File: src/rtl/core/tpm_pkg.sv
// tpm_pkg: shared types and codes for the tree parity machine step block.
// Depends on nothing; imported by tree_parity_machine_step and tpm_alu.
package tpm_pkg;

	localparam logic [1:0] MODE_COMPUTE = 2'd0;
	localparam logic [1:0] MODE_PARTNER = 2'd1;
	localparam logic [1:0] MODE_LOAD    = 2'd2;

	localparam int CFG_INDEX_W = 1;
	localparam int CFG_DATA_W  = 7;

	localparam logic [CFG_INDEX_W-1:0] REG_WEIGHT_LIMIT = 1'd0;
	localparam logic [CFG_INDEX_W-1:0] REG_ZERO_AS_PLUS = 1'd1;

	localparam logic [CFG_DATA_W-1:0] WEIGHT_LIMIT_RST = 7'd3;

	typedef struct packed {
		logic [1:0]        mode;
		logic [15:0]       input_bits;
		logic              partner_output;
		logic [5:0]        weight_index;
		logic signed [7:0] weight_value;
	} in_item_t;

	typedef struct packed {
		logic       own_output;
		logic [2:0] hidden_signs;
		logic       weights_updated;
	} out_item_t;

	// sequencer to arithmetic unit
	typedef struct packed {
		logic acc_en;
		logic first;
		logic xbit;
		logic load_sel;
		logic par_bit;
	} alu_ctrl_t;

endpackage

File: src/rtl/core/tree_parity_machine_step.sv
// tree_parity_machine_step: K hidden units of N weights, one shared add/clamp unit.
// Compute and agreeing-partner words walk all K*N weights, then pass a drain state before the result.
// Other partner words and mode 3 go straight to the result; a weight load passes a load state. One word in flight,
// next taken from the cycle in which the result is raised; raising it waits for a free output register.
// After reset a clearing sweep zeroes all K*N weights; no word is taken meanwhile.
// Depends on tpm_pkg, tpm_wmem, tpm_alu.
module tree_parity_machine_step #(
	parameter int HIDDEN_UNITS    = 3,
	parameter int INPUTS_PER_UNIT = 16,
	parameter int WEIGHT_WIDTH    = 8
) (
	input  logic                             clk,
	input  logic                             arst_n,
	input  logic                             in_valid,
	output logic                             in_ready,
	input  tpm_pkg::in_item_t                in_data,
	output logic                             out_valid,
	input  logic                             out_ready,
	output tpm_pkg::out_item_t               out_data,
	input  logic                             cfg_we,
	input  logic [tpm_pkg::CFG_INDEX_W-1:0]  cfg_index,
	input  logic [tpm_pkg::CFG_DATA_W-1:0]   cfg_data
);
	import tpm_pkg::*;

	localparam int TOTAL = HIDDEN_UNITS * INPUTS_PER_UNIT;
	localparam int AW    = (TOTAL > 1) ? $clog2(TOTAL) : 1;
	localparam int NW    = (INPUTS_PER_UNIT > 1) ? $clog2(INPUTS_PER_UNIT) : 1;
	localparam int KW    = (HIDDEN_UNITS > 1) ? $clog2(HIDDEN_UNITS) : 1;
	localparam int SW    = WEIGHT_WIDTH + NW + 1;

	localparam logic [AW-1:0] LAST_ADDR = AW'(TOTAL - 1);
	localparam logic [NW-1:0] LAST_N    = NW'(INPUTS_PER_UNIT - 1);

	localparam logic [2:0] ST_CLEAR = 3'd0;
	localparam logic [2:0] ST_IDLE  = 3'd1;
	localparam logic [2:0] ST_RUN   = 3'd2;
	localparam logic [2:0] ST_DRAIN = 3'd3;
	localparam logic [2:0] ST_LOAD  = 3'd4;
	localparam logic [2:0] ST_DONE  = 3'd5;

	logic [2:0]              state_q;
	in_item_t                item_q;
	logic                    upd_q;
	logic [AW-1:0]           addr_q;
	logic [NW-1:0]           n_q;
	logic [KW-1:0]           k_q;
	logic [CFG_DATA_W-1:0]   limit_q;
	logic                    zap_q;
	logic [HIDDEN_UNITS-1:0] signs_q;
	logic                    parity_q;
	logic [15:0]             stored_q;
	logic                    out_valid_q;
	out_item_t               out_q;

	logic                    v_s1;
	logic                    first_s1;
	logic                    last_s1;
	logic                    x_s1;
	logic                    ue_s1;
	logic [KW-1:0]           k_s1;
	logic [AW-1:0]           addr_s1;

	logic                    mem_we;
	logic [AW-1:0]           mem_waddr;
	logic [WEIGHT_WIDTH-1:0] mem_wdata;
	logic [WEIGHT_WIDTH-1:0] mem_rdata;
	logic signed [WEIGHT_WIDTH-1:0] alu_wr;
	logic                    alu_plus;
	alu_ctrl_t               alu_ctrl;

	logic                    ld_ok;
	logic [6:0]              n_ext;
	logic [15:0]             x_src;
	logic                    x_issue;
	logic [HIDDEN_UNITS-1:0] match;
	logic                    par_new;
	logic [HIDDEN_UNITS+2:0] signs_pad;
	logic                    is_compute;
	logic                    is_partner;

	assign is_compute = (item_q.mode == MODE_COMPUTE);
	assign is_partner = (item_q.mode == MODE_PARTNER);
	assign in_ready   = (state_q == ST_IDLE);
	assign out_valid  = out_valid_q;
	assign out_data   = out_q;

	always_comb begin
		ld_ok   = (32'(item_q.weight_index) < TOTAL);
		n_ext   = 7'(n_q);
		x_src   = is_compute ? item_q.input_bits : stored_q;
		x_issue = (n_ext < 7'd16) ? x_src[n_ext[3:0]] : 1'b0;
		match   = parity_q ? signs_q : ~signs_q;
		par_new = ~(^(~signs_q));
		signs_pad = (HIDDEN_UNITS + 3)'(signs_q);
	end

	always_comb begin
		alu_ctrl.acc_en   = v_s1 && is_compute;
		alu_ctrl.first    = first_s1;
		alu_ctrl.xbit     = x_s1;
		alu_ctrl.load_sel = (state_q == ST_LOAD);
		alu_ctrl.par_bit  = parity_q;
	end

	always_comb begin
		if (state_q == ST_CLEAR) begin
			mem_we    = 1'b1;
			mem_waddr = addr_q;
			mem_wdata = '0;
		end else if (state_q == ST_LOAD) begin
			mem_we    = ld_ok;
			mem_waddr = AW'(item_q.weight_index);
			mem_wdata = alu_wr;
		end else begin
			mem_we    = v_s1 && is_partner && ue_s1;
			mem_waddr = addr_s1;
			mem_wdata = alu_wr;
		end
	end

	tpm_wmem #(
		.DEPTH (TOTAL),
		.WIDTH (WEIGHT_WIDTH),
		.AW    (AW)
	) u_wmem (
		.clk   (clk),
		.we    (mem_we),
		.waddr (mem_waddr),
		.wdata (mem_wdata),
		.raddr (addr_q),
		.rdata (mem_rdata)
	);

	tpm_alu #(
		.WW (WEIGHT_WIDTH),
		.SW (SW)
	) u_alu (
		.clk       (clk),
		.ctrl      (alu_ctrl),
		.w         ($signed(mem_rdata)),
		.ld_val    (item_q.weight_value),
		.limit     (limit_q),
		.zap       (zap_q),
		.wr_data   (alu_wr),
		.sign_plus (alu_plus)
	);

	always_ff @(posedge clk) begin
		first_s1 <= (n_q == '0);
		last_s1  <= (n_q == LAST_N);
		x_s1     <= x_issue;
		ue_s1    <= (signs_q[k_q] == parity_q);
		k_s1     <= k_q;
		addr_s1  <= addr_q;
	end

	always_ff @(posedge clk or negedge arst_n) begin
		if (!arst_n) begin
			limit_q <= WEIGHT_LIMIT_RST;
			zap_q   <= 1'b1;
		end else if (cfg_we) begin
			unique case (cfg_index)
				REG_WEIGHT_LIMIT: limit_q <= cfg_data;
				REG_ZERO_AS_PLUS: zap_q   <= cfg_data[0];
				default: ;
			endcase
		end
	end

	always_ff @(posedge clk or negedge arst_n) begin
		if (!arst_n) begin
			state_q     <= ST_CLEAR;
			item_q      <= '0;
			upd_q       <= 1'b0;
			addr_q      <= '0;
			n_q         <= '0;
			k_q         <= '0;
			signs_q     <= '0;
			parity_q    <= 1'b1;
			stored_q    <= '0;
			out_valid_q <= 1'b0;
			out_q       <= '0;
			v_s1        <= 1'b0;
		end else begin
			v_s1 <= (state_q == ST_RUN);
			if (v_s1 && last_s1 && is_compute) begin
				signs_q[k_s1] <= alu_plus;
			end
			if (out_valid_q && out_ready && (state_q != ST_DONE)) begin
				out_valid_q <= 1'b0;
			end
			unique case (state_q)
				ST_CLEAR: begin
					if (addr_q == LAST_ADDR) begin
						addr_q  <= '0;
						state_q <= ST_IDLE;
					end else begin
						addr_q <= addr_q + AW'(1);
					end
				end
				ST_IDLE: begin
					if (in_valid) begin
						item_q <= in_data;
						addr_q <= '0;
						n_q    <= '0;
						k_q    <= '0;
						upd_q  <= 1'b0;
						unique case (in_data.mode)
							MODE_COMPUTE: begin
								stored_q <= in_data.input_bits;
								state_q  <= ST_RUN;
							end
							MODE_PARTNER: begin
								if ((in_data.partner_output == parity_q) && (|match)) begin
									upd_q   <= 1'b1;
									state_q <= ST_RUN;
								end else begin
									state_q <= ST_DONE;
								end
							end
							MODE_LOAD: state_q <= ST_LOAD;
							default:   state_q <= ST_DONE;
						endcase
					end
				end
				ST_RUN: begin
					addr_q <= addr_q + AW'(1);
					if (n_q == LAST_N) begin
						n_q <= '0;
						k_q <= k_q + KW'(1);
					end else begin
						n_q <= n_q + NW'(1);
					end
					if (addr_q == LAST_ADDR) begin
						state_q <= ST_DRAIN;
					end
				end
				ST_DRAIN: state_q <= ST_DONE;
				ST_LOAD:  state_q <= ST_DONE;
				ST_DONE: begin
					if (!out_valid_q || out_ready) begin
						out_valid_q           <= 1'b1;
						out_q.own_output      <= is_compute ? par_new : parity_q;
						out_q.hidden_signs    <= signs_pad[2:0];
						out_q.weights_updated <= upd_q;
						if (is_compute) begin
							parity_q <= par_new;
						end
						state_q <= ST_IDLE;
					end
				end
				default: state_q <= ST_IDLE;
			endcase
		end
	end

`ifndef SYNTH
	a_run_to_drain: assert property (@(posedge clk) disable iff (!arst_n)
		(state_q == ST_RUN && addr_q == LAST_ADDR) |=> (state_q == ST_DRAIN))
		else $error("weight walk did not end at last address");

	a_s1_in_walk: assert property (@(posedge clk) disable iff (!arst_n)
		v_s1 |-> (state_q == ST_RUN || state_q == ST_DRAIN))
		else $error("stage 1 valid outside weight walk");

	a_out_from_done: assert property (@(posedge clk) disable iff (!arst_n)
		$rose(out_valid_q) |-> ($past(state_q) == ST_DONE))
		else $error("result word raised outside done state");

	a_upd_partner: assert property (@(posedge clk) disable iff (!arst_n)
		mem_we && (state_q == ST_RUN || state_q == ST_DRAIN) |-> (upd_q && is_partner))
		else $error("weight written in walk without agreed update");
`endif

endmodule

File: src/rtl/core/tpm_wmem.sv
// tpm_wmem: weight memory, one write port and one registered read port.
// Depends on nothing.
module tpm_wmem #(
	parameter int DEPTH = 48,
	parameter int WIDTH = 8,
	parameter int AW    = 6
) (
	input  logic             clk,
	input  logic             we,
	input  logic [AW-1:0]    waddr,
	input  logic [WIDTH-1:0] wdata,
	input  logic [AW-1:0]    raddr,
	output logic [WIDTH-1:0] rdata
);

	logic [WIDTH-1:0] mem [DEPTH];

	always_ff @(posedge clk) begin
		if (we) begin
			mem[waddr] <= wdata;
		end
		rdata <= mem[raddr];
	end

endmodule

File: src/rtl/core/tpm_alu.sv
// tpm_alu: shared unit: weighted-sum accumulator, sign decision, weight step and clamp.
// Depends on tpm_pkg.
module tpm_alu #(
	parameter int WW = 8,
	parameter int SW = 13
) (
	input  logic                             clk,
	input  tpm_pkg::alu_ctrl_t               ctrl,
	input  logic signed [WW-1:0]             w,
	input  logic signed [7:0]                ld_val,
	input  logic [tpm_pkg::CFG_DATA_W-1:0]   limit,
	input  logic                             zap,
	output logic signed [WW-1:0]             wr_data,
	output logic                             sign_plus
);
	import tpm_pkg::*;

	localparam int CW   = ((WW > 8) ? WW : 8) + 2;
	localparam int WMAX = (2 ** (WW - 1)) - 1;

	logic signed [CW-1:0] bnd;
	logic signed [CW-1:0] w_sx;
	logic signed [CW-1:0] opnd;
	logic signed [CW-1:0] clamped;
	logic signed [SW-1:0] term;
	logic signed [SW-1:0] acc_q;
	logic signed [SW-1:0] acc_next;

	always_comb begin
		bnd = (32'(limit) < WMAX) ? CW'(limit) : CW'(WMAX);
		w_sx = CW'(w);
		if (ctrl.load_sel) begin
			opnd = CW'(ld_val);
		end else if (ctrl.par_bit == ctrl.xbit) begin
			opnd = w_sx - CW'(1);
		end else begin
			opnd = w_sx + CW'(1);
		end
		if (opnd > bnd) begin
			clamped = bnd;
		end else if (opnd < -bnd) begin
			clamped = -bnd;
		end else begin
			clamped = opnd;
		end
		wr_data = WW'(clamped);
	end

	always_comb begin
		term = ctrl.xbit ? SW'(w) : -SW'(w);
		acc_next = (ctrl.first ? SW'(0) : acc_q) + term;
		sign_plus = (acc_next > SW'(0)) || ((acc_next == SW'(0)) && zap);
	end

	always_ff @(posedge clk) begin
		if (ctrl.acc_en) begin
			acc_q <= acc_next;
		end
	end

endmodule
File: config.mk
export PLATFORM = sky130hd
export DESIGN_NAME = tree_parity_machine_step
export DESIGN_NICKNAME = d
export VERILOG_FILES = /design/src/rtl/core/tpm_pkg.sv /design/src/rtl/core/tree_parity_machine_step.sv /design/src/rtl/core/tpm_wmem.sv /design/src/rtl/core/tpm_alu.sv
export SDC_FILE = /design/constraint.sdc
export NUM_CORES = 1
export LEC_CHECK = 0
export BUFFER_PORTS_ARGS = -buffer_cell sky130_fd_sc_hd__buf_2
export CAP_MARGIN = 20
export CORE_ASPECT_RATIO = 2
export CORE_MARGIN = 2
export CORE_UTILIZATION = 45
export DETAILED_ROUTE_END_ITERATION = 8
export GPL_ROUTABILITY_DRIVEN = 0
export PLACE_DENSITY = 0.62
export SLEW_MARGIN = 20
export SYNTH_ARGS = -nofsm -noshare
export SYNTH_HDL_FRONTEND = slang
export SYNTH_SLANG_ARGS = --single-unit
export TNS_END_PERCENT = 10
File: constraint.sdc
create_clock -name clk -period 13.8 [get_ports clk]
set_input_delay 2.07 -clock clk [delete_from_list [all_inputs] [get_ports clk]]
set_output_delay 2.07 -clock clk [all_outputs]
set_load 0.005 [all_outputs]
==> results.sh, run 1 <==
export IMPL_status="completed"
export IMPL_drt_iter0_markers=930
export IMPL_final_setup_tns_ns=0
export IMPL_antenna_left=0
export IMPL_final_common_cell="edfxtp_1"
export IMPL_tightest_slew_ns=1.075
export IMPL_slew_violations=0
export IMPL_cts_tree="built"
export IMPL_dieArea_mm2=0.04957
export IMPL_post_cts_setup_buffer_count=0
export IMPL_crit_type="flop to flop"
export IMPL_relSlewSlack_pct=27.89
export IMPL_ys_async_sr_fraction_pct=16.60
export IMPL_p_leak_nw=8.211
export IMPL_viasPerCell=5.583
export IMPL_ys_seq_elements=500
export IMPL_synth_xor_area_share_pct=1.428
export IMPL_first_pass_iters=5
export IMPL_initial_core_util_pct=45.32
export IMPL_cts_buffer_depth=3
export IMPL_rsz0062_at_grt="no"
export IMPL_ctsResizeCount=0
export IMPL_grt_overflow_total=0
export IMPL_p_total_mw=5.876
export IMPL_yosys_area_share_simple_pct=7.182
export IMPL_htreeDepth=2
export IMPL_portBuffers=52
export IMPL_cts_buffers=43
export IMPL_setup_slack_ns=8.292
export IMPL_clk_latency_ns=0.57
export IMPL_post_synth_cell_area_avg_um2=16.21
export IMPL_cp_start_kind="flop"
export IMPL_dieHeight_um=312.9
export IMPL_placementRows=113
export IMPL_min_period_ns=5.508
export IMPL_grt_use_total_pct=19.81
export IMPL_drc=0
export IMPL_grt_max_degree=72
export IMPL_synthCells=1324
export IMPL_final_cell_mix="397 x edfxtp_1, 163 x nand2_1, 130 x mux4_2, 94 x nor2_1, 76 x dfrtp_1"
export IMPL_cp_end_kind="flop"
export IMPL_pre_cts_slack_ns=7.907
export IMPL_area_delta_synth_final_pct=11.43
export IMPL_netlist_area_mm2=0.02146
export IMPL_hpwl_um=33820
export IMPL_synthMuxAreaShare_pct=16.32
export IMPL_num_antenna_cells=0
export IMPL_cellPowerDensity_mw_per_mm2=245.7
export IMPL_synth_flop_cell="edfxtp_1"
export IMPL_setup_violations=0
export IMPL_synth_warnings=0
export IMPL_vias=11370
export IMPL_cp_arrival_ns=5.92
export IMPL_hold_class="flop to flop"
export IMPL_hold_viol=0
export IMPL_max_freq_mhz=181.5
export IMPL_yosysSeqAreaShare_pct=67.11
export IMPL_synth_fp_nets=1404
export IMPL_synthAdderAreaFrac_pct=2.017
export IMPL_skew_ns=0.01865
export IMPL_boundaryPins=53
export IMPL_fin_nets=1454
export IMPL_grt_pass1_wl_um=72110
export IMPL_grt_pass1_vias=12170
export IMPL_cts_sinks=500
export IMPL_drt_total_wl_um=48180
export IMPL_synth_edf_count=397
export IMPL_post_cts_hold_buffer_count=0
export IMPL_clockRootBuffer="clkbuf_16"
export IMPL_fin_crit_sh_pct=39.92
export IMPL_synth_cell_type_count=68
export IMPL_core_mm2=0.04736
export IMPL_synth_top_family_by_area="multiplexers"
export IMPL_ir_worst_vdd_mv=0.1667
export IMPL_drt_wirelength_per_cell_um=23.67
export IMPL_clk_pin_slew_worst_paths_ns=0.07
export IMPL_required_ns=14.21
export IMPL_antenna_found_initial=0
export IMPL_crit_fanout=38
export IMPL_die_w_um=158.4
export IMPL_drive_above_1_share_pct=22.93
export IMPL_maxCapViolCount=0
export IMPL_synth_compound_area_share_pct=4.267
power breakdown:
group	switching [mW]	total [mW]	internal (mW)
registers	0.182	2.50	2.32
logic	1.38	2.19	0.811
clock network	0.538	1.19	0.649
Yosys cell counts (all sizes together) (5+ instances only):
| cell | number | share of area [%] |
|---|---|---|
| a21o | 11 | 0.39 |
| a21oi | 31 | 0.72 |
| a31oi | 7 | 0.20 |
| and2 | 10 | 0.31 |
| buf | 24 | 0.55 |
| clkbuf | 41 | 0.72 |
| dfrtp | 79 | 9.2 |
| dfxtp | 20 | 1.9 |
| edfxtp | 397 | 56 |
| ha | 33 | 1.9 |
| inv | 23 | 0.40 |
| mux2 | 27 | 1.4 |
| mux2i | 27 | 1.3 |
| mux4 | 130 | 14 |
| nand2 | 163 | 2.9 |
| nand2b | 5 | 0.15 |
| nand3 | 11 | 0.26 |
| nand4 | 5 | 0.15 |
| nor2 | 95 | 1.7 |
| nor2b | 19 | 0.55 |
| nor3 | 8 | 0.19 |
| o21a | 5 | 0.17 |
| o21ai | 42 | 1.0 |
| o31ai | 6 | 0.21 |
| o32ai | 6 | 0.24 |
| xnor2 | 20 | 0.82 |
| xor2 | 15 | 0.61 |
worst max-delay path, cell delays in order (launching register included):
cell	delay, ns
dfxtp_1	0.60
xnor2_1	0.25
xnor2_1	0.18
ha_1	0.24
nor3_1	0.44
nand2_1	0.14
o311ai_0	0.85
ha_1	0.40
a41oi_1	0.19
o31ai_1	0.14
o2bb2ai_2	0.86
o21ai_0	0.35
a21oi_4	0.45
buf_16	0.23
routing by layer:
metal | global-route usage [%] | vias up | share of wire [%]
met5 | 0 | - | 0
met4 | 9.439 | 0 | 5.0
met3 | 2.267 | 107 | 3.2
met2 | 39.18 | 262 | 58
met1 | 19.92 | 5795 | 34
li1 | - | 5204 | -
cells by family (layout without fill, tap and decap cells):
| logic type | Yosys count | count (layout) |
|---|---|---|
| adders and majority gates | 34 | 34 |
| and+or+nand+nor | 343 | 343 |
| AOI/OAI and AO/OA | 139 | 139 |
| buffers and inverters | 89 | 169 |
| xor gates and xnor gates | 35 | 35 |
| muxes | 184 | 184 |
| DFF | 500 | 500 |
path summary, 6_finish.rpt:
path                                   startpoint                         end  slack, ns  depth (start not counted)
hold / removal             item_q[24]$_DFFE_PN0P_      item_q[24]$_DFFE_PN0P_       0.47                          2
max in group asynchronous                  arst_n       addr_q[0]$_DFFE_PN0P_      11.20                          2
hold reg to reg            item_q[24]$_DFFE_PN0P_      item_q[24]$_DFFE_PN0P_       0.47                          2
min in group asynchronous                  arst_n      item_q[26]$_DFFE_PN0P_       1.34                          1
setup reg to reg                     x_s1$_DFF_P_  u_wmem.mem[1][0]$_DFFE_PP_       8.29                         13
setup / recovery                     x_s1$_DFF_P_  u_wmem.mem[1][0]$_DFFE_PP_       8.29                         13
layout make-up:
| cell class | instances | area (um^2) |
|---|---|---|
| sequential | 500 | 14410 |
| multi-input combinational | 735 | 6837 |
| clock inverter | 20 | 183.9 |
| fill | 3874 | 23450 |
| clock buffer | 55 | 1185 |
| tap | 632 | 790.8 |
| inverter | 24 | 90.09 |
| timing repair buffer | 70 | 417.9 |
per-stage QoR:
stage / instances / instance area [um^2] / hold WS (ns) / util (%)
after floorplan: 1324 / 21460 / 0.3693 / -
after global placement: 1960 / 22520 / 0.4524 / 47.54
after detailed placement: 1960 / 22520 / 0.4570 / 47.54
after CTS: 2035 / 23890 / 0.4729 / 50.43
after global routing: 2036 / 23920 / 0.4952 / 50.50
final: 2036 / 23920 / 0.4675 / 50.50
registers in the layout (all words and copies together) (netlist names), 2 cells and up:
register	flops
addr_q	6
u_wmem.mem	384
stored_q	16
state_q	3
limit_q	7
addr_s1	6
u_wmem.rdata	8
n_q	4
item_q	32
u_alu.acc_q	13
k_s1	2
signs_q	3
k_q	2
out_data	5
Power figures use the tool's default switching activity.
==> run 2: changes to the inputs <==
--- a/config.mk
+++ b/config.mk
@@ -5,6 +5,7 @@
 export SDC_FILE = /design/constraint.sdc
 export NUM_CORES = 1
 export LEC_CHECK = 0
+export ABC_AREA = 1
 export BUFFER_PORTS_ARGS = -buffer_cell sky130_fd_sc_hd__buf_2
 export CAP_MARGIN = 20
 export CORE_ASPECT_RATIO = 2
@@ -12,7 +13,7 @@
 export CORE_UTILIZATION = 45
 export DETAILED_ROUTE_END_ITERATION = 8
 export GPL_ROUTABILITY_DRIVEN = 0
-export PLACE_DENSITY = 0.62
+export PLACE_DENSITY = 0.64
 export SLEW_MARGIN = 20
 export SYNTH_ARGS = -nofsm -noshare
 export SYNTH_HDL_FRONTEND = slang
==> constraint.sdc (replaced) <==
create_clock -name clk -period 4.7 [get_ports clk]
set_input_delay 0.705 -clock clk [delete_from_list [all_inputs] [get_ports clk]]
set_output_delay 0.705 -clock clk [all_outputs]
set_load 0.005 [all_outputs]
==> run 2 against run 1 <==
Net effect:
- largest cell class unchanged
- worst setup slack worse by 8.0 ns
- critical endpoint is now u_wmem.mem[5][4]$_DFFE_PP_
- core utilization increased by 0.57 points
- highest routed layer unchanged
- critical path depth up 17
- global-route usage up 3.3 points
- power rose to 3.6 times the previous value
==> results.sh, run 2 <==
export IMPL_crit_fanout=48
export IMPL_first_pass_iters=5
export IMPL_cp_end_kind="flop"
export IMPL_crit_type="flop to flop"
export IMPL_ir_worst_vdd_mv=0.6897
export IMPL_initial_core_util_pct=45.51
export IMPL_p_total_mw=21.15
export IMPL_core_mm2=0.04835
export IMPL_dp_cells=2747
export IMPL_num_antenna_cells=0
export IMPL_antenna_left=0
export IMPL_synth_most_common_cell="edfxtp_1"
export IMPL_layoutNonFillerInstCount=2829
export IMPL_drt_total_wl_um=59380
export IMPL_final_cell_mix="397 x edfxtp_1, 369 x nor2_1, 326 x o21ai_0, 288 x nand2_1, 150 x inv_1"
export IMPL_synth_fp_nets=2178
export IMPL_grt_pass1_wl_um=89590
export IMPL_portBuffers=52
export IMPL_fin_crit_sh_pct=94.44
export IMPL_path_buf_inv=8
export IMPL_synth_cell_type_count=44
export IMPL_synth_top_area_share_pct=54.18
export IMPL_cts_sinks=500
export IMPL_path_delay_family="simple AND/OR/NAND/NOR gates"
export IMPL_antenna_found_initial=0
export IMPL_grt_use_total_pct=23.12
export IMPL_hpwl_um=38540
export IMPL_yosysTopAreaCell="edfxtp_1"
export IMPL_dieHeight_um=316.7
export IMPL_ys_async_sr_fraction_pct=16.60
export IMPL_slowest_stage="dfstp_2"
export IMPL_multiInputGateArea_mm2=0.006671
export IMPL_cp_common_cell="nand2_1"
export IMPL_top_register="u_wmem.mem"
export IMPL_cp_start_kind="flop"
export IMPL_drc=0
export IMPL_post_synth_cell_area_avg_um2=10.49
export IMPL_synth_common_cells="397 x edfxtp_1, 374 x nor2_1, 326 x o21ai_0"
export IMPL_synthCells=2098
export IMPL_ys_seq_elements=500
export IMPL_clk_latency_ns=0.58
export IMPL_drive_above_1_share_pct=10.22
export IMPL_grt_pass1_vias=15780
export IMPL_boundaryPins=53
export IMPL_maxCapViolCount=0
export IMPL_drt_iter0_markers=1470
export IMPL_clk_pin_slew_worst_paths_ns=0.06
export IMPL_grt_max_degree=100
export IMPL_htreeDepth=2
export IMPL_tightest_slew_ns=1.287
export IMPL_required_ns=5.00
export IMPL_drt_wirelength_per_cell_um=20.99
export IMPL_dieArea_mm2=0.05079
export IMPL_final_common_cell="edfxtp_1"
export IMPL_die_w_um=160.4
export IMPL_cts_tree="built"
export IMPL_vias=16070
export IMPL_max_freq_mhz=225.3
export IMPL_status="completed"
export IMPL_p_leak_nw=9.397
export IMPL_relSlewSlack_pct=13.89
export IMPL_placementRows=114
export IMPL_hold_class="input port to asynchronous set/reset pin"
export IMPL_yosysSeqAreaShare_pct=65.46
export IMPL_num_fill_cells=4240
export IMPL_viasPerCell=5.682
export IMPL_synth_edf_count=397
export IMPL_largest_reg_flops=384
export IMPL_area_delta_synth_final_pct=12.21
export IMPL_synth_warnings=0
export IMPL_cts_buffers=42
export IMPL_clockRootBuffer="clkbuf_16"
export IMPL_slew_violations=0
export IMPL_pre_cts_slack_ns=-0.05702
export IMPL_cellPowerDensity_mw_per_mm2=856.7
export IMPL_netlist_area_mm2=0.02200
export IMPL_cts_buffer_depth=3
export IMPL_grt_overflow_total=0
export IMPL_ys_top_cells_by_area="edfxtp_1 54%, dfrtp_1 9.0%, o21ai_0 7.4%"
export IMPL_skew_ns=0.02624
export IMPL_setup_violations=0
export IMPL_hold_viol=0
export IMPL_hold_ws_ns=0.1646
export IMPL_regArea_mm2=0.01441
export IMPL_min_period_ns=4.439
export IMPL_top_regs="u_wmem.mem: 384 flops, item_q: 32 flops, stored_q: 16 flops"
export IMPL_cpPeakStageDelay_ns=0.63
export IMPL_synth_flop_cell="edfxtp_1"
export IMPL_setup_slack_ns=0.2612
export IMPL_cp_arrival_ns=4.74
export IMPL_fin_nets=2237
==> run 2: worst reg2reg max path, delay by kind of cell, from the launching register on <==
kind | cells | cell delay, ns
DFF | 1 | 0.63
AOI/OAI and AO/OA | 3 | 0.41
and+or+nand+nor | 17 | 1.90
buffers and inverters | 8 | 0.73
adders and majority gates | 2 | 0.47
==> run 2: metrics by stage <==
stage	area (um^2)	utilization, %	setup TNS [ns]
2_1_floorplan	22010	-	-24.56
3_3_place_gp	23270	48.13	0
3_5_place_dp	23270	48.13	-0.8510
4_1_cts	24640	50.96	0
5_1_grt	24690	51.06	-0.01518
6_report	24690	51.06	0
==> run 2: path summary, 6_finish.rpt <==
| kind | startpoint | endpoint | slack, ns | depth (start not counted) |
|---|---|---|---|---|
| worst max-delay path | parity_q$_DFFE_PN1P_ | u_wmem.mem[5][4]$_DFFE_PP_ | 0.26 | 30 |
| worst min-delay path | arst_n | item_q[2]$_DFFE_PN0P_ | 0.16 | 1 |
| worst max register to register | parity_q$_DFFE_PN1P_ | u_wmem.mem[5][4]$_DFFE_PP_ | 0.26 | 30 |
| worst min register to register | k_q[1]$_DFFE_PN0P_ | k_s1[1]$_DFF_P_ | 0.40 | 0 |
| max in group asynchronous | arst_n | item_q[17]$_DFFE_PN0P_ | 3.61 | 2 |
| min in group clk | cfg_we | zap_q$_DFFE_PN1P_ | 0.31 | 2 |
==> run 2: kinds of logic (layout without fill, tap and decap cells) <==
kind of cell | after synthesis | in the layout | synth area share, %
flops | 500 | 500 | 65.46
fa+ha+maj | 34 | 34 | 1.967
simple gates | 756 | 756 | 13.74
xor+xnor | 24 | 24 | 0.9553
compound gates | 523 | 524 | 13.31
buf+inv | 261 | 353 | 4.572
==> run 2: timing repair <==
item / 4_1_cts / 5_1_grt
hold buffers: 0 / 0
gates cloned: 1 / 0
buffers inserted: 0 / 3
endpoints found under the setup margin: 15 / 128
resized for setup: 0 / 4
pin swaps: 1 / 1
==> run 2: power by group <==
group	total (mW)	switching [mW]	internal [mW]
Sequential	7.96	0.409	7.55
Combinational	9.69	6.98	2.71
Clock	3.50	1.62	1.88
Total	21.2	9.02	12.1
==> run 2: per-layer routing <==
metal	part of all wire [%]	GRT usage [%]	vias up
met5	0	0	-
met4	6.4	14.11	0
met3	4.6	2.530	194
met2	54	43.79	585
met1	35	24.53	7856
li1	-	-	7438
==> run 2: cell type report <==
| class | count | share of cell area (%) |
|---|---|---|
| sequential | 500 | 58.36 |
| multi-input combinational | 1338 | 27.02 |
| clock buffer | 48 | 4.475 |
| timing repair buffer | 117 | 3.461 |
| tap | 638 | 3.233 |
| inverter | 158 | 2.417 |
| clock inverter | 30 | 1.034 |
==> run 3: changes to the inputs <==
--- a/config.mk
+++ b/config.mk
@@ -5,7 +5,6 @@
 export SDC_FILE = /design/constraint.sdc
 export NUM_CORES = 1
 export LEC_CHECK = 0
-export ABC_AREA = 1
 export BUFFER_PORTS_ARGS = -buffer_cell sky130_fd_sc_hd__buf_2
 export CAP_MARGIN = 20
 export CORE_ASPECT_RATIO = 2
==> run 3 against run 2 <==
Net effect:
- critical path depth fell by 14
- worst setup slack got worse by 0.0068 ns
- first-iteration DRC count fell by 39%
- critical endpoint is now u_wmem.mem[0][1]$_DFFE_PP_
==> results.sh, run 3 (synthesized netlist as in run 1, its figures left out) <==
export IMPL_drc=0
export IMPL_netSwitchingFraction_pct=35.33
export IMPL_p_leak_nw=8.529
export IMPL_max_freq_mhz=224.9
export IMPL_slew_violations=0
export IMPL_post_cts_setup_buffer_count=0
export IMPL_cts_sinks=500
export IMPL_grt_overflow_total=0
export IMPL_fin_util_pct=51.66
export IMPL_maxCapViolCount=0
export IMPL_clk_latency_ns=0.57
export IMPL_area_delta_synth_final_pct=13.99
export IMPL_path_buf_inv=2
export IMPL_required_ns=5.00
export IMPL_drt_iter0_markers=898
export IMPL_p_clk_share_pct=20.7
export IMPL_relSlewSlack_pct=25.16
export IMPL_cellPowerDensity_mw_per_mm2=716.6
export IMPL_grt_pass1_vias=12730
export IMPL_grt_pass1_wl_um=78760
export IMPL_postLayoutCellArea_mm2=0.02447
export IMPL_rsz0062_at_grt="yes"
export IMPL_first_pass_iters=5
export IMPL_cts_buffers=43
export IMPL_p_seq_share_pct=41.2
export IMPL_min_period_ns=4.446
export IMPL_top_regs="u_wmem.mem: 384 flops, item_q: 32 flops, stored_q: 16 flops"
export IMPL_slowest_stage="dfstp_2"
export IMPL_switchingPower_mw=6.194
export IMPL_path_cells="xnor2_2 > xnor2_1 > ha_1 > nor3_2 > a21bo_2 > xnor2_1 > o21ai_2 > ha_1 > a2111oi_0 > a31oi_1 > o22ai_2 > buf_4 > nor2b_1 > a31oi_2 > o32ai_4 > buf_4"
export IMPL_cts_buffer_depth=3
export IMPL_placementRows=113
export IMPL_hpwl_um=38100
export IMPL_drive_above_1_share_pct=26.61
export IMPL_die_w_um=158.4
export IMPL_post_cts_hold_buffer_count=0
export IMPL_cp_arrival_ns=4.74
export IMPL_antenna_found_initial=0
export IMPL_drt_total_wl_um=53370
export IMPL_comb_power_share_pct=38.1
export IMPL_dieHeight_um=312.9
export IMPL_hold_class="input port to asynchronous set/reset pin"
export IMPL_hold_viol=0
export IMPL_viasPerCell=5.733
export IMPL_path_delay_family="compound AO/OA/AOI/OAI gates"
export IMPL_final_setup_tns_ns=0
export IMPL_largest_reg_flops=384
export IMPL_final_cell_mix="397 x edfxtp_1, 163 x nand2_1, 130 x mux4_2, 94 x nor2_1, 76 x dfrtp_1"
export IMPL_crit_fanout=26
export IMPL_grt_max_degree=74
export IMPL_ir_worst_vdd_mv=0.5330
export IMPL_cp_start_kind="flop"
export IMPL_internal_power_mw=11.34
export IMPL_fin_crit_sh_pct=94.59
export IMPL_skew_ns=0.01372
export IMPL_status="completed"
export IMPL_htreeDepth=2
export IMPL_clk_pin_slew_worst_paths_ns=0.07
export IMPL_drt_wirelength_per_cell_um=25.49
export IMPL_num_antenna_cells=0
export IMPL_placed_area_mm2=0.02298
export IMPL_top_register="u_wmem.mem"
export IMPL_clockRootBuffer="clkbuf_16"
export IMPL_layoutNonFillerInstCount=2094
export IMPL_tightest_slew_ns=1.118
export IMPL_hold_ws_ns=0.1229
export IMPL_dp_cells=2014
export IMPL_boundaryPins=53
export IMPL_portBuffers=52
export IMPL_grt_use_total_pct=21.98
export IMPL_setup_violations=0
export IMPL_cts_tree="built"
export IMPL_crit_type="flop to flop"
export IMPL_fin_nets=1509
export IMPL_initial_core_util_pct=45.32
export IMPL_cpPeakStageDelay_ns=0.55
export IMPL_antenna_left=0
export IMPL_cp_end_kind="flop"
export IMPL_dieArea_mm2=0.04957
export IMPL_final_common_cell="edfxtp_1"
export IMPL_vias=12010
export IMPL_core_mm2=0.04736
## run 3: cell count changes in the layout (fill, tap and decap cells not counted), sizes merged, moves of 18 or more
cell    delta
inv      -132
o221ai    -26
o22ai     -89
nor2     -285
nand3     -45
nand2    -134
o21ai    -294
o211ai    -18
mux4     +130
mux2i     +27
mux2      +27
nor2b     +19
## run 3: layout make-up
cell class              count  area (um^2)
clock buffers              49         1120
clock inverters            29        294.0
fillers                  3841        22900
inverters                  24        90.09
multi-input cells         736         6904
flip-flops and latches    500        14410
well taps                 632        790.8
repair buffers            124        855.8
## run 3: final timing paths
check	startpoint	cells after the start	slack, ns	end
min in group clk	in_data[5]	3	0.33	item_q[5]$_DFFE_PN0P_
worst min register to register	item_q[25]$_DFFE_PN0P_	2	0.48	item_q[25]$_DFFE_PN0P_
worst max-delay path	parity_q$_DFFE_PN1P_	16	0.25	u_wmem.mem[0][1]$_DFFE_PP_
worst max register to register	parity_q$_DFFE_PN1P_	16	0.25	u_wmem.mem[0][1]$_DFFE_PP_
max in group asynchronous	arst_n	2	3.56	stored_q[9]$_DFFE_PN0P_
worst min-delay path	arst_n	1	0.12	limit_q[4]$_DFFE_PN0P_
## run 3: what timing repair did
| action | CTS | global route |
|---|---|---|
| resized for setup | 0 | 8 |
| endpoints found under the setup margin | 0 | 384 |
| endpoints found under the hold margin | 0 | 0 |
## run 3: worst reg2reg max path, cell delays in order, from the launching register on
cell and delay [ns]:
dfstp_2 0.55, xnor2_2 0.18, xnor2_1 0.13, ha_1 0.24, nor3_2 0.31, a21bo_2 0.20, xnor2_1 0.13, o21ai_2 0.11
ha_1 0.35, a2111oi_0 0.38, a31oi_1 0.16, o22ai_2 0.23, buf_4 0.28, nor2b_1 0.08, a31oi_2 0.34, o32ai_4 0.21
buf_4 0.27
## run 3: routing by layer
layer	vias up	GRT usage, %	share of wire, %
met5	-	0	0
met4	0	12.51	6.6
met3	162	2.544	3.2
met2	334	44.02	59
met1	6189	20.60	31
li1	5320	-	-
## run 3: power groups by stage
stage | Combinational (mW) | Sequential [mW] | Clock [mW]
finish | 6.68 | 7.23 | 3.62
global route | 7.28 | 7.30 | 3.85
CTS | 6.64 | 7.24 | 3.69
detailed placement | 6.60 | 7.33 | 0
global placement | 6.42 | 7.31 | 0
floorplan | 4.56 | 7.11 | 0
## run 3: metrics by stage
stage / power (mW) / setup WS (ns)
2_1_floorplan: 11.67 / 0.01738
3_3_place_gp: 13.73 / 0.2022
3_5_place_dp: 13.93 / 0.09563
4_1_cts: 17.56 / 0.06225
5_1_grt: 18.42 / -0.04614
6_report: 17.53 / 0.2544
